===== config.mk =====
export PLATFORM = sky130hd
export DESIGN_NAME = swd_host_transaction_engine
export DESIGN_NICKNAME = d
export VERILOG_FILES = /design/src/rtl/core/swd_pkg.sv /design/src/rtl/core/swd_step.sv /design/src/rtl/core/swd_host_transaction_engine.sv
export SDC_FILE = /design/constraint.sdc
export NUM_CORES = 1
export LEC_CHECK = 0
export BUFFER_PORTS_ARGS = -buffer_cell sky130_fd_sc_hd__buf_2
export CORE_AREA = 4 4 172 174
export DETAILED_ROUTE_END_ITERATION = 16
export DIE_AREA = 0 0 176 178
export PLACE_DENSITY_LB_ADDON = 0.08
export SLEW_MARGIN = 20
export SYNTH_ARGS = -nofsm -noshare
export SYNTH_HDL_FRONTEND = slang
export SYNTH_SLANG_ARGS = --single-unit

===== constraint.sdc =====
create_clock -name clock -period 2.45 [get_ports clock]
set_input_delay 0.1225 -clock clock [delete_from_list [all_inputs] [get_ports clock]]
set_output_delay 0.1225 -clock clock [all_outputs]
set_load 0.01 [all_outputs]

===== src/rtl/core/swd_pkg.sv =====
// Shared types, codes and helper functions for the SWD host transaction engine.
// Used by swd_step, swd_host_transaction_engine and swd_checker; no dependencies.

package swd_pkg;

   // Default count of high clocks in a line reset.
   localparam int LINE_RESET_HIGH_CLOCKS_DEFAULT = 50;

   // Reset value of the attempt limit register.
   localparam logic [7:0] MAX_ATTEMPTS_RESET = 8'd100;

   // Bit counts of the transaction fields.
   localparam logic [5:0] REQ_BITS  = 6'd8;
   localparam logic [5:0] ACK_BITS  = 6'd3;
   localparam logic [5:0] DATA_BITS = 6'd32;

   // Largest attempt count the counter holds.
   localparam logic [7:0] ATTEMPTS_SAT = 8'd255;

   // Action codes of an input beat.
   localparam logic [1:0] ACT_READ       = 2'd0;
   localparam logic [1:0] ACT_WRITE      = 2'd1;
   localparam logic [1:0] ACT_LINE_RESET = 2'd2;
   localparam logic [1:0] ACT_TICK       = 2'd3;

   // Target acknowledge codes, as received LSB first.
   localparam logic [2:0] ACK_OK    = 3'b001;
   localparam logic [2:0] ACK_WAIT  = 3'b010;
   localparam logic [2:0] ACK_FAULT = 3'b100;

   // Transaction status codes.
   localparam logic [2:0] ST_OK         = 3'd0;
   localparam logic [2:0] ST_FAULT      = 3'd1;
   localparam logic [2:0] ST_WAIT_LIMIT = 3'd2;
   localparam logic [2:0] ST_BAD_ACK    = 3'd3;
   localparam logic [2:0] ST_PARITY_ERR = 3'd4;

   // Sequencer phase codes.
   localparam logic [3:0] PH_IDLE      = 4'd0;
   localparam logic [3:0] PH_LRESET    = 4'd1;
   localparam logic [3:0] PH_REQ       = 4'd2;
   localparam logic [3:0] PH_TRN_ACK   = 4'd3;
   localparam logic [3:0] PH_ACK       = 4'd4;
   localparam logic [3:0] PH_RDATA     = 4'd5;
   localparam logic [3:0] PH_RPAR      = 4'd6;
   localparam logic [3:0] PH_TRN_W     = 4'd7;
   localparam logic [3:0] PH_WDATA     = 4'd8;
   localparam logic [3:0] PH_WPAR      = 4'd9;
   localparam logic [3:0] PH_TRN_RETRY = 4'd10;
   localparam logic [3:0] PH_TRN_END   = 4'd11;

   // Input beat.
   typedef struct packed {
      logic [1:0]  action;
      logic        port_is_ap;
      logic [1:0]  reg_addr;
      logic [31:0] write_data;
      logic        swdio_in;
   } swd_req_type;

   // Result beat.
   typedef struct packed {
      logic        swdio_out;
      logic        swdio_drive;
      logic        clock_pulse;
      logic        busy_res;
      logic        done_res;
      logic [2:0]  status;
      logic [31:0] read_data;
   } swd_rsp_type;

   // Sequencer state carried from one beat to the next.
   typedef struct packed {
      logic [3:0]  phase;
      logic [5:0]  bit_count;
      logic [7:0]  request_header;
      logic [31:0] data_shift;
      logic [2:0]  ack_shift;
      logic        parity_acc;
      logic [7:0]  attempts_used;
      logic        is_write;
      logic [31:0] read_word;
      logic [2:0]  final_status;
   } swd_state_type;

   // Build the 8-bit request header: start, APnDP, RnW, A[3:2], parity, stop, park.
   function automatic logic [7:0] make_header(logic ap, logic rnw, logic [1:0] addr);
      logic par;
      par = ap ^ rnw ^ addr[0] ^ addr[1];
      return {1'b1, 1'b0, par, addr, rnw, ap, 1'b1};
   endfunction

endpackage


===== src/rtl/core/swd_step.sv =====
// Next-state and result logic of the SWD sequencer for one input beat.
// Depends on swd_pkg for the beat, state types and the phase codes.

module swd_step #(
   parameter int LINE_RESET_HIGH_CLOCKS = swd_pkg::LINE_RESET_HIGH_CLOCKS_DEFAULT
) (
   input  swd_pkg::swd_state_type state_cur,
   input  swd_pkg::swd_req_type   req,
   input  logic [7:0]             max_attempts,
   output swd_pkg::swd_state_type state_nxt,
   output swd_pkg::swd_rsp_type   rsp
);
   import swd_pkg::*;

   localparam logic [5:0] LrHigh = 6'(LINE_RESET_HIGH_CLOCKS);

   logic [7:0] limit;
   logic [5:0] bc_inc;
   logic [2:0] ack_acc;
   logic       start_write;
   logic       o_out;
   logic       o_drive;
   logic       o_clk;
   logic       o_done;

   // Shared helpers for the phase logic.
   assign limit       = (max_attempts == 8'd0) ? 8'd1 : max_attempts;
   assign bc_inc      = state_cur.bit_count + 6'd1;
   assign ack_acc     = state_cur.ack_shift | (3'(req.swdio_in) << state_cur.bit_count[1:0]);
   assign start_write = (req.action == ACT_WRITE);

   // Sequencer step: start beats latch a job while idle, tick beats clock one bit.
   always_comb begin
      state_nxt = state_cur;
      o_out     = 1'b0;
      o_drive   = 1'b1;
      o_clk     = 1'b0;
      o_done    = 1'b0;
      if (req.action != ACT_TICK) begin
         if (state_cur.phase == PH_IDLE) begin
            state_nxt.final_status = ST_OK;
            state_nxt.bit_count    = '0;
            if (req.action == ACT_LINE_RESET) begin
               state_nxt.phase = PH_LRESET;
            end else begin
               state_nxt.is_write       = start_write;
               state_nxt.request_header = make_header(req.port_is_ap, ~start_write,
                                                      req.reg_addr);
               state_nxt.data_shift     = req.write_data;
               state_nxt.attempts_used  = 8'd1;
               state_nxt.phase          = PH_REQ;
            end
         end
      end else begin
         o_clk = 1'b1;
         case (state_cur.phase)
            PH_LRESET: begin
               if (state_cur.bit_count < LrHigh) begin
                  o_out               = 1'b1;
                  state_nxt.bit_count = bc_inc;
               end else begin
                  state_nxt.bit_count    = '0;
                  state_nxt.final_status = ST_OK;
                  state_nxt.phase        = PH_IDLE;
                  o_done                 = 1'b1;
               end
            end
            PH_REQ: begin
               o_out = state_cur.request_header[state_cur.bit_count[2:0]];
               if (bc_inc >= REQ_BITS) begin
                  state_nxt.bit_count = '0;
                  state_nxt.phase     = PH_TRN_ACK;
               end else begin
                  state_nxt.bit_count = bc_inc;
               end
            end
            PH_TRN_ACK: begin
               o_drive             = 1'b0;
               state_nxt.ack_shift = '0;
               state_nxt.bit_count = '0;
               state_nxt.phase     = PH_ACK;
            end
            PH_ACK: begin
               o_drive             = 1'b0;
               state_nxt.ack_shift = ack_acc;
               if (bc_inc >= ACK_BITS) begin
                  state_nxt.bit_count = '0;
                  if (ack_acc == ACK_OK) begin
                     if (state_cur.is_write) begin
                        state_nxt.phase = PH_TRN_W;
                     end else begin
                        state_nxt.data_shift = '0;
                        state_nxt.parity_acc = 1'b0;
                        state_nxt.phase      = PH_RDATA;
                     end
                  end else if (ack_acc == ACK_WAIT) begin
                     if (state_cur.attempts_used < limit) begin
                        state_nxt.phase = PH_TRN_RETRY;
                     end else begin
                        state_nxt.final_status = ST_WAIT_LIMIT;
                        state_nxt.phase        = PH_TRN_END;
                     end
                  end else if (ack_acc == ACK_FAULT) begin
                     state_nxt.final_status = ST_FAULT;
                     state_nxt.phase        = PH_TRN_END;
                  end else begin
                     state_nxt.final_status = ST_BAD_ACK;
                     state_nxt.phase        = PH_TRN_END;
                  end
               end else begin
                  state_nxt.bit_count = bc_inc;
               end
            end
            PH_RDATA: begin
               o_drive              = 1'b0;
               state_nxt.data_shift = {req.swdio_in, state_cur.data_shift[31:1]};
               state_nxt.parity_acc = state_cur.parity_acc ^ req.swdio_in;
               if (bc_inc >= DATA_BITS) begin
                  state_nxt.bit_count = '0;
                  state_nxt.phase     = PH_RPAR;
               end else begin
                  state_nxt.bit_count = bc_inc;
               end
            end
            PH_RPAR: begin
               o_drive = 1'b0;
               if (req.swdio_in == state_cur.parity_acc) begin
                  state_nxt.read_word    = state_cur.data_shift;
                  state_nxt.final_status = ST_OK;
               end else begin
                  state_nxt.final_status = ST_PARITY_ERR;
               end
               state_nxt.phase = PH_TRN_END;
            end
            PH_TRN_W: begin
               o_drive              = 1'b0;
               state_nxt.parity_acc = 1'b0;
               state_nxt.bit_count  = '0;
               state_nxt.phase      = PH_WDATA;
            end
            PH_WDATA: begin
               o_out                = state_cur.data_shift[0];
               state_nxt.parity_acc = state_cur.parity_acc ^ state_cur.data_shift[0];
               state_nxt.data_shift = {1'b0, state_cur.data_shift[31:1]};
               if (bc_inc >= DATA_BITS) begin
                  state_nxt.bit_count = '0;
                  state_nxt.phase     = PH_WPAR;
               end else begin
                  state_nxt.bit_count = bc_inc;
               end
            end
            PH_WPAR: begin
               o_out                  = state_cur.parity_acc;
               state_nxt.final_status = ST_OK;
               state_nxt.phase        = PH_IDLE;
               o_done                 = 1'b1;
            end
            PH_TRN_RETRY: begin
               o_drive = 1'b0;
               if (state_cur.attempts_used < ATTEMPTS_SAT) begin
                  state_nxt.attempts_used = state_cur.attempts_used + 8'd1;
               end
               state_nxt.bit_count = '0;
               state_nxt.phase     = PH_REQ;
            end
            PH_TRN_END: begin
               o_drive             = 1'b0;
               state_nxt.bit_count = '0;
               state_nxt.phase     = PH_IDLE;
               o_done              = 1'b1;
            end
            default: begin
               state_nxt.phase = PH_IDLE;
            end
         endcase
      end
   end

   // Result beat fields follow the state after this step.
   assign rsp.swdio_out   = o_out;
   assign rsp.swdio_drive = o_drive;
   assign rsp.clock_pulse = o_clk;
   assign rsp.busy_res    = (state_nxt.phase != PH_IDLE);
   assign rsp.done_res    = o_done;
   assign rsp.status      = state_nxt.final_status;
   assign rsp.read_data   = state_nxt.read_word;

endmodule


===== src/rtl/core/swd_host_transaction_engine.sv =====
// Top level of the SWD host transaction engine: state, result register, handshakes.
// Depends on swd_pkg and instantiates swd_step.
//
// Usage: each request beat is either a start (read, write or line reset) or one
// SWCLK tick. A start taken while idle latches APnDP, A[3:2] and the write word;
// a start taken while busy is ignored but still answered. A tick beat carries
// the SWDIO level sampled from the target and returns the level and output
// enable to drive for that clock, plus busy, done, status and the last read word.
// Every request beat yields exactly one response beat.
// Response: registered, and valid in the cycle after the request is accepted.
// Throughput: one beat per cycle unless rsp_ready stalls; the sequencer state updates
// in the same cycle the beat is accepted, so back-to-back ticks need no gap.
// Stall: the response sits in a single output register; req_ready stays high
// while that register is empty or being drained, and drops while rsp_ready is low
// with a pending response, which then stays unchanged.
// Reset: the sequencer returns to idle with all state cleared and the attempt
// limit set to 100; csr_wr_en loads a new limit at the next edge and is meant to
// be used only while no beat is in flight.

module swd_host_transaction_engine #(
   parameter int LINE_RESET_HIGH_CLOCKS = swd_pkg::LINE_RESET_HIGH_CLOCKS_DEFAULT
) (
   input  logic                 clock,
   input  logic                 reset,
   input  logic                 req_valid,
   output logic                 req_ready,
   input  swd_pkg::swd_req_type req_data,
   output logic                 rsp_valid,
   input  logic                 rsp_ready,
   output swd_pkg::swd_rsp_type rsp_data,
   input  logic                 csr_wr_en,
   input  logic [7:0]           csr_wr_data
);
   import swd_pkg::*;

   swd_state_type state_ff;
   swd_state_type state_in;
   swd_rsp_type   rsp_data_ff;
   swd_rsp_type   rsp_data_in;
   logic          rsp_valid_ff;
   logic          rsp_valid_in;
   logic [7:0]    max_attempts_ff;
   logic [7:0]    max_attempts_in;
   logic          accept;

   // Sequencer logic for one beat.
   swd_step #(
      .LINE_RESET_HIGH_CLOCKS(LINE_RESET_HIGH_CLOCKS)
   ) u_step (
      .state_cur    (state_ff),
      .req          (req_data),
      .max_attempts (max_attempts_ff),
      .state_nxt    (state_in),
      .rsp          (rsp_data_in)
   );

   // Handshake: take a beat whenever the output register is free or draining.
   assign req_ready    = !rsp_valid_ff || rsp_ready;
   assign accept       = req_valid && req_ready;
   assign rsp_valid_in = accept || (rsp_valid_ff && !rsp_ready);

   // Attempt limit register.
   assign max_attempts_in = csr_wr_en ? csr_wr_data : max_attempts_ff;

   // Control and state registers.
   always_ff @(posedge clock) begin
      if (reset) begin
         state_ff        <= '0;
         rsp_valid_ff    <= 1'b0;
         max_attempts_ff <= MAX_ATTEMPTS_RESET;
      end else begin
         rsp_valid_ff    <= rsp_valid_in;
         max_attempts_ff <= max_attempts_in;
         if (accept) begin
            state_ff <= state_in;
         end
      end
   end

   // Result register; loads only with an accepted beat.
   always_ff @(posedge clock) begin
      if (accept) begin
         rsp_data_ff <= rsp_data_in;
      end
   end

   assign rsp_valid = rsp_valid_ff;
   assign rsp_data  = rsp_data_ff;

endmodule


==> summary.txt <==
Status
  • Status: finished clean

STA
  • Slew headroom: 57.81%
  • Min Clock Period, post-route: 2324 ps
  • Worst-Margin Slew: ~630 ps
  • Worst clock skew: 17.09 ps
  • Peak Freq: 430.3 MHz
  • Fin crit share: 94.87%
  • Final Max Slew Viols: 0
  • RSZ-0062 raised after global routing: false
  • Final hold vios: 0
  • Setup TNS: 0 ps
  • Setup violators final: 0

Synth
  • Synth top cells by count: dfxtp_1, nand2_1, nor2_1
  • Dominant synthesized flop cell: dfxtp_1
  • Number of flops mapped to enable cells by yosys: 40
  • Netlist cell types: 72
  • Top-area cell type share of the netlist area: 30.25%
  • Cell with the most instances after synthesis: dfxtp_1
  • Mapped Cells: 747
  • Syn Area/Cell: 9.301 sq um
  • Syn. warnings: 0
  • Synthesized area: slightly below 7000 sq um
  • FFs w/ async S/R, synth: 0%
  • Synthesized flop and latch total: between 100 and 150
  • Seq/Total Area, Yosys: 47.54%
  • Syn Nets: 808
  • Dominant cells by area after synthesis: dfxtp_1, edfxtp_1, mux2_2, nand2_1, nor2_1
  • Synth area leader: dfxtp_1

Route
  • DRC Markers: 0
  • DR iter-0 viols: 412
  • DR vias: around 6000
  • ANT nets after route: 0
  • WL final: 21510 um
  • DR WL/cell: 17.13 um
  • 1st-pass router iterations: 5
  • DR vias/cell: approximately 4.8

Critical path
  • Crit-path max FO: 2
  • Crit. End Element: register
  • Critical path cell sequence: or4_1 > o221ai_2 > a221oi_2 > or3_4 > a2111oi_4 > o221ai_1
  • Cells on worst reg2reg path: 6
  • R2r setup slk: 130 ps
  • CP startpoint kind: register
  • Setup Crit Path Kind: reg -> reg
  • WP data required: 2600 ps
  • CP arrival: ~2500 ps
  • CP max stage delay: 540 ps
  • RR Endpoint: rsp_data[36]
  • Worst Setup SP: max_attempts_ff[4]
  • Critical-path top delay cell: or4_1
  • Reg2reg start: max_attempts_ff[4]
  • Worst setup path end: rsp_data[36]

Power
  • Sequential power share: 44.7%
  • Switching share of power: 25.51%
  • Switching pwr: about 1.5 mW
  • Comb pwr share: 9.3%
  • Total power per unit cell area: 660.3 nW/um^2
  • LEAKAGE: 3.329 nW
  • Internal power: 4.351 mW
  • Clock power frac: 46.0%
  • IR drop worst, VDD: ~400 uV

CTS
  • Clock Latency Late Sink: 420 ps
  • Post-CTS setup-driven buffer insertion count: 0
  • H-Tree Level Count: 4
  • CTS sink count: 145
  • CTS tree: yes
  • Clk slew on worst S/H paths: 70 ps
  • CTS root buf: clkbuf_16
  • CTS buffer count: 17
  • CTS Buffer Depth: 2

Die
  • Die height: between 150 and 200 um
  • Core Region: 27780 sq um
  • Core Rows: 61
  • I/O pin cnt: 93
  • DIE WIDTH: 176 um
  • Initial core utilization: 25.01%
  • DIE AREA: 31330 sq um

Finish
  • Layout cells sized above 1: 25.97%
  • Register area: 3304 sq um
  • Final core utilization: 31.84%
  • Multi-input combinational cell area: around 3400 sq um
  • Area Growth Syn to Fin: 27.32%
  • # diodes: 0
  • Number of fill cells: 2964
  • Nets@finish: 926

GRT
  • Vias in the first global route: 5874
  • Tot GR Track Use: between 10 and 15%
  • Initial antenna violation count: 0
  • Largest net degree at the start of global routing: 54
  • Remaining Overflow, GRT: 0
  • First-pass GRT wire length: ~34000 um

Placed design
  • RePlAce Congestion: 0.8163
  • HPWL Detailed: ~15000 um
  • Port buffer count: just over 90

Hold path
  • Min-Delay Path Class: in -> reg

Flow run
  • Max cap viols: 0
timing repair:
| item | CTS | global route |
|---|---|---|
| gates resized for setup | 0 | 12 |
| endpoints found under the hold margin | 13 | 0 |
| hold buffers | 13 | 0 |
| endpoints found under the setup margin | 0 | 40 |
layer usage:
metal | vias to the layer above | global-route usage [%] | wire length [um]
li1 | 2969 | - | -
met1 | 2895 | 18.87 | 10070
met2 | 145 | 22.25 | 10180
met3 | 17 | 2.946 | 1003
met4 | 0 | 3.216 | 257
met5 | - | 0 | 0
worst max-delay path, delay by kind of cell (launching register included):
family	cells	cell delay, ps
AND/OR/NAND/NOR	2	910
AO/OA/AOI/OAI	4	850
flip-flops	1	300
worst min path at each step:
| stage | startpoint | end | slack [ps] | cells past startpoint |
|---|---|---|---|---|
| detailed placement | csr_wr_data[5] | max_attempts_ff[5] | 360 | 3 |
| floorplan | req_data[36] | state_ff[82] | 210 | 1 |
| CTS | req_data[32] | state_ff[79] | 20 | 3 |
| global route | req_data[32] | state_ff[79] | 30 | 3 |
| global placement | csr_wr_data[6] | max_attempts_ff[6] | 350 | 3 |
| finish | req_data[32] | state_ff[79] | 40 | 3 |
through the flow:
| stage | setup WS (ps) | std cells | instance area (sq um) | hold WS [ps] | power (mW) |
|---|---|---|---|---|---|
| finish | 125.8 | 1256 | 8846 | 36.41 | 5.841 |
| global route | 10.39 | 1256 | 8846 | 32.81 | 6.098 |
| CTS | 14.87 | 1256 | 8795 | 19.95 | 5.927 |
| detailed placement | 30.10 | 1211 | 8063 | 355.7 | 3.191 |
| global placement | 35.38 | 1211 | 8063 | 345.6 | 3.187 |
| floorplan | 201.1 | 747 | 6949 | 212.9 | 2.957 |
sequential cells by signal, summed over array words and instances, names as in the netlist:
register and flops:
max_attempts_ff 8, rsp_data 40, rsp_valid 1, state_ff 96
cell families (layout without fill, tap and decap cells):
group                      Yosys count  count (layout)  synth area share (%)
buffers and inverters               73             204                 4.466
and+or+nand+nor                    254             254                 16.87
AOI/OAI and AO/OA                  207             207                 20.40
muxes                               47              47                 7.527
adders and majority gates           10              10                 1.801
xor gates and xnor gates            11              11                 1.387
DFF                                145             145                 47.54
cell type report:
| class | count | area share (%) |
|---|---|---|
| clock inverters | 13 | 1.669 |
| multi-input cells | 529 | 38.33 |
| clock buffers | 19 | 5.134 |
| inverters | 19 | 0.8204 |
| flip-flops and latches | 145 | 37.36 |
| repair buffers | 153 | 11.34 |
| well taps | 378 | 5.347 |
power by group through the flow:
stage	combinational, mW	clock [mW]	sequential [mW]
after floorplan	0.294	0	2.66
after global placement	0.525	0	2.66
after detailed placement	0.527	0	2.66
after CTS	0.546	2.77	2.61
after global routing	0.606	2.87	2.62
final	0.544	2.69	2.61
cells in the final DEF, fill, tap and decap left out, drive strengths merged, types with 4 or more instances in the layout:
master       instances
buf                140
dfxtp              105
nand2               92
nor2                84
a21oi               52
edfxtp              40
a211oi              39
a22oi               33
mux2                32
o21ai               25
inv                 22
clkbuf              19
mux2i               14
dlygate4sd3         13
nand3               12
nand4               11
o211ai              10
nor3                10
ha                  10
nor2b                9
clkinv               8
xor2                 7
nand2b               6
a21o                 5
and3                 5
xnor2                4
or4                  4
nor4                 4
a211o                4
o221ai               4
No activity file was read; power rests on OpenSTA's default activity.
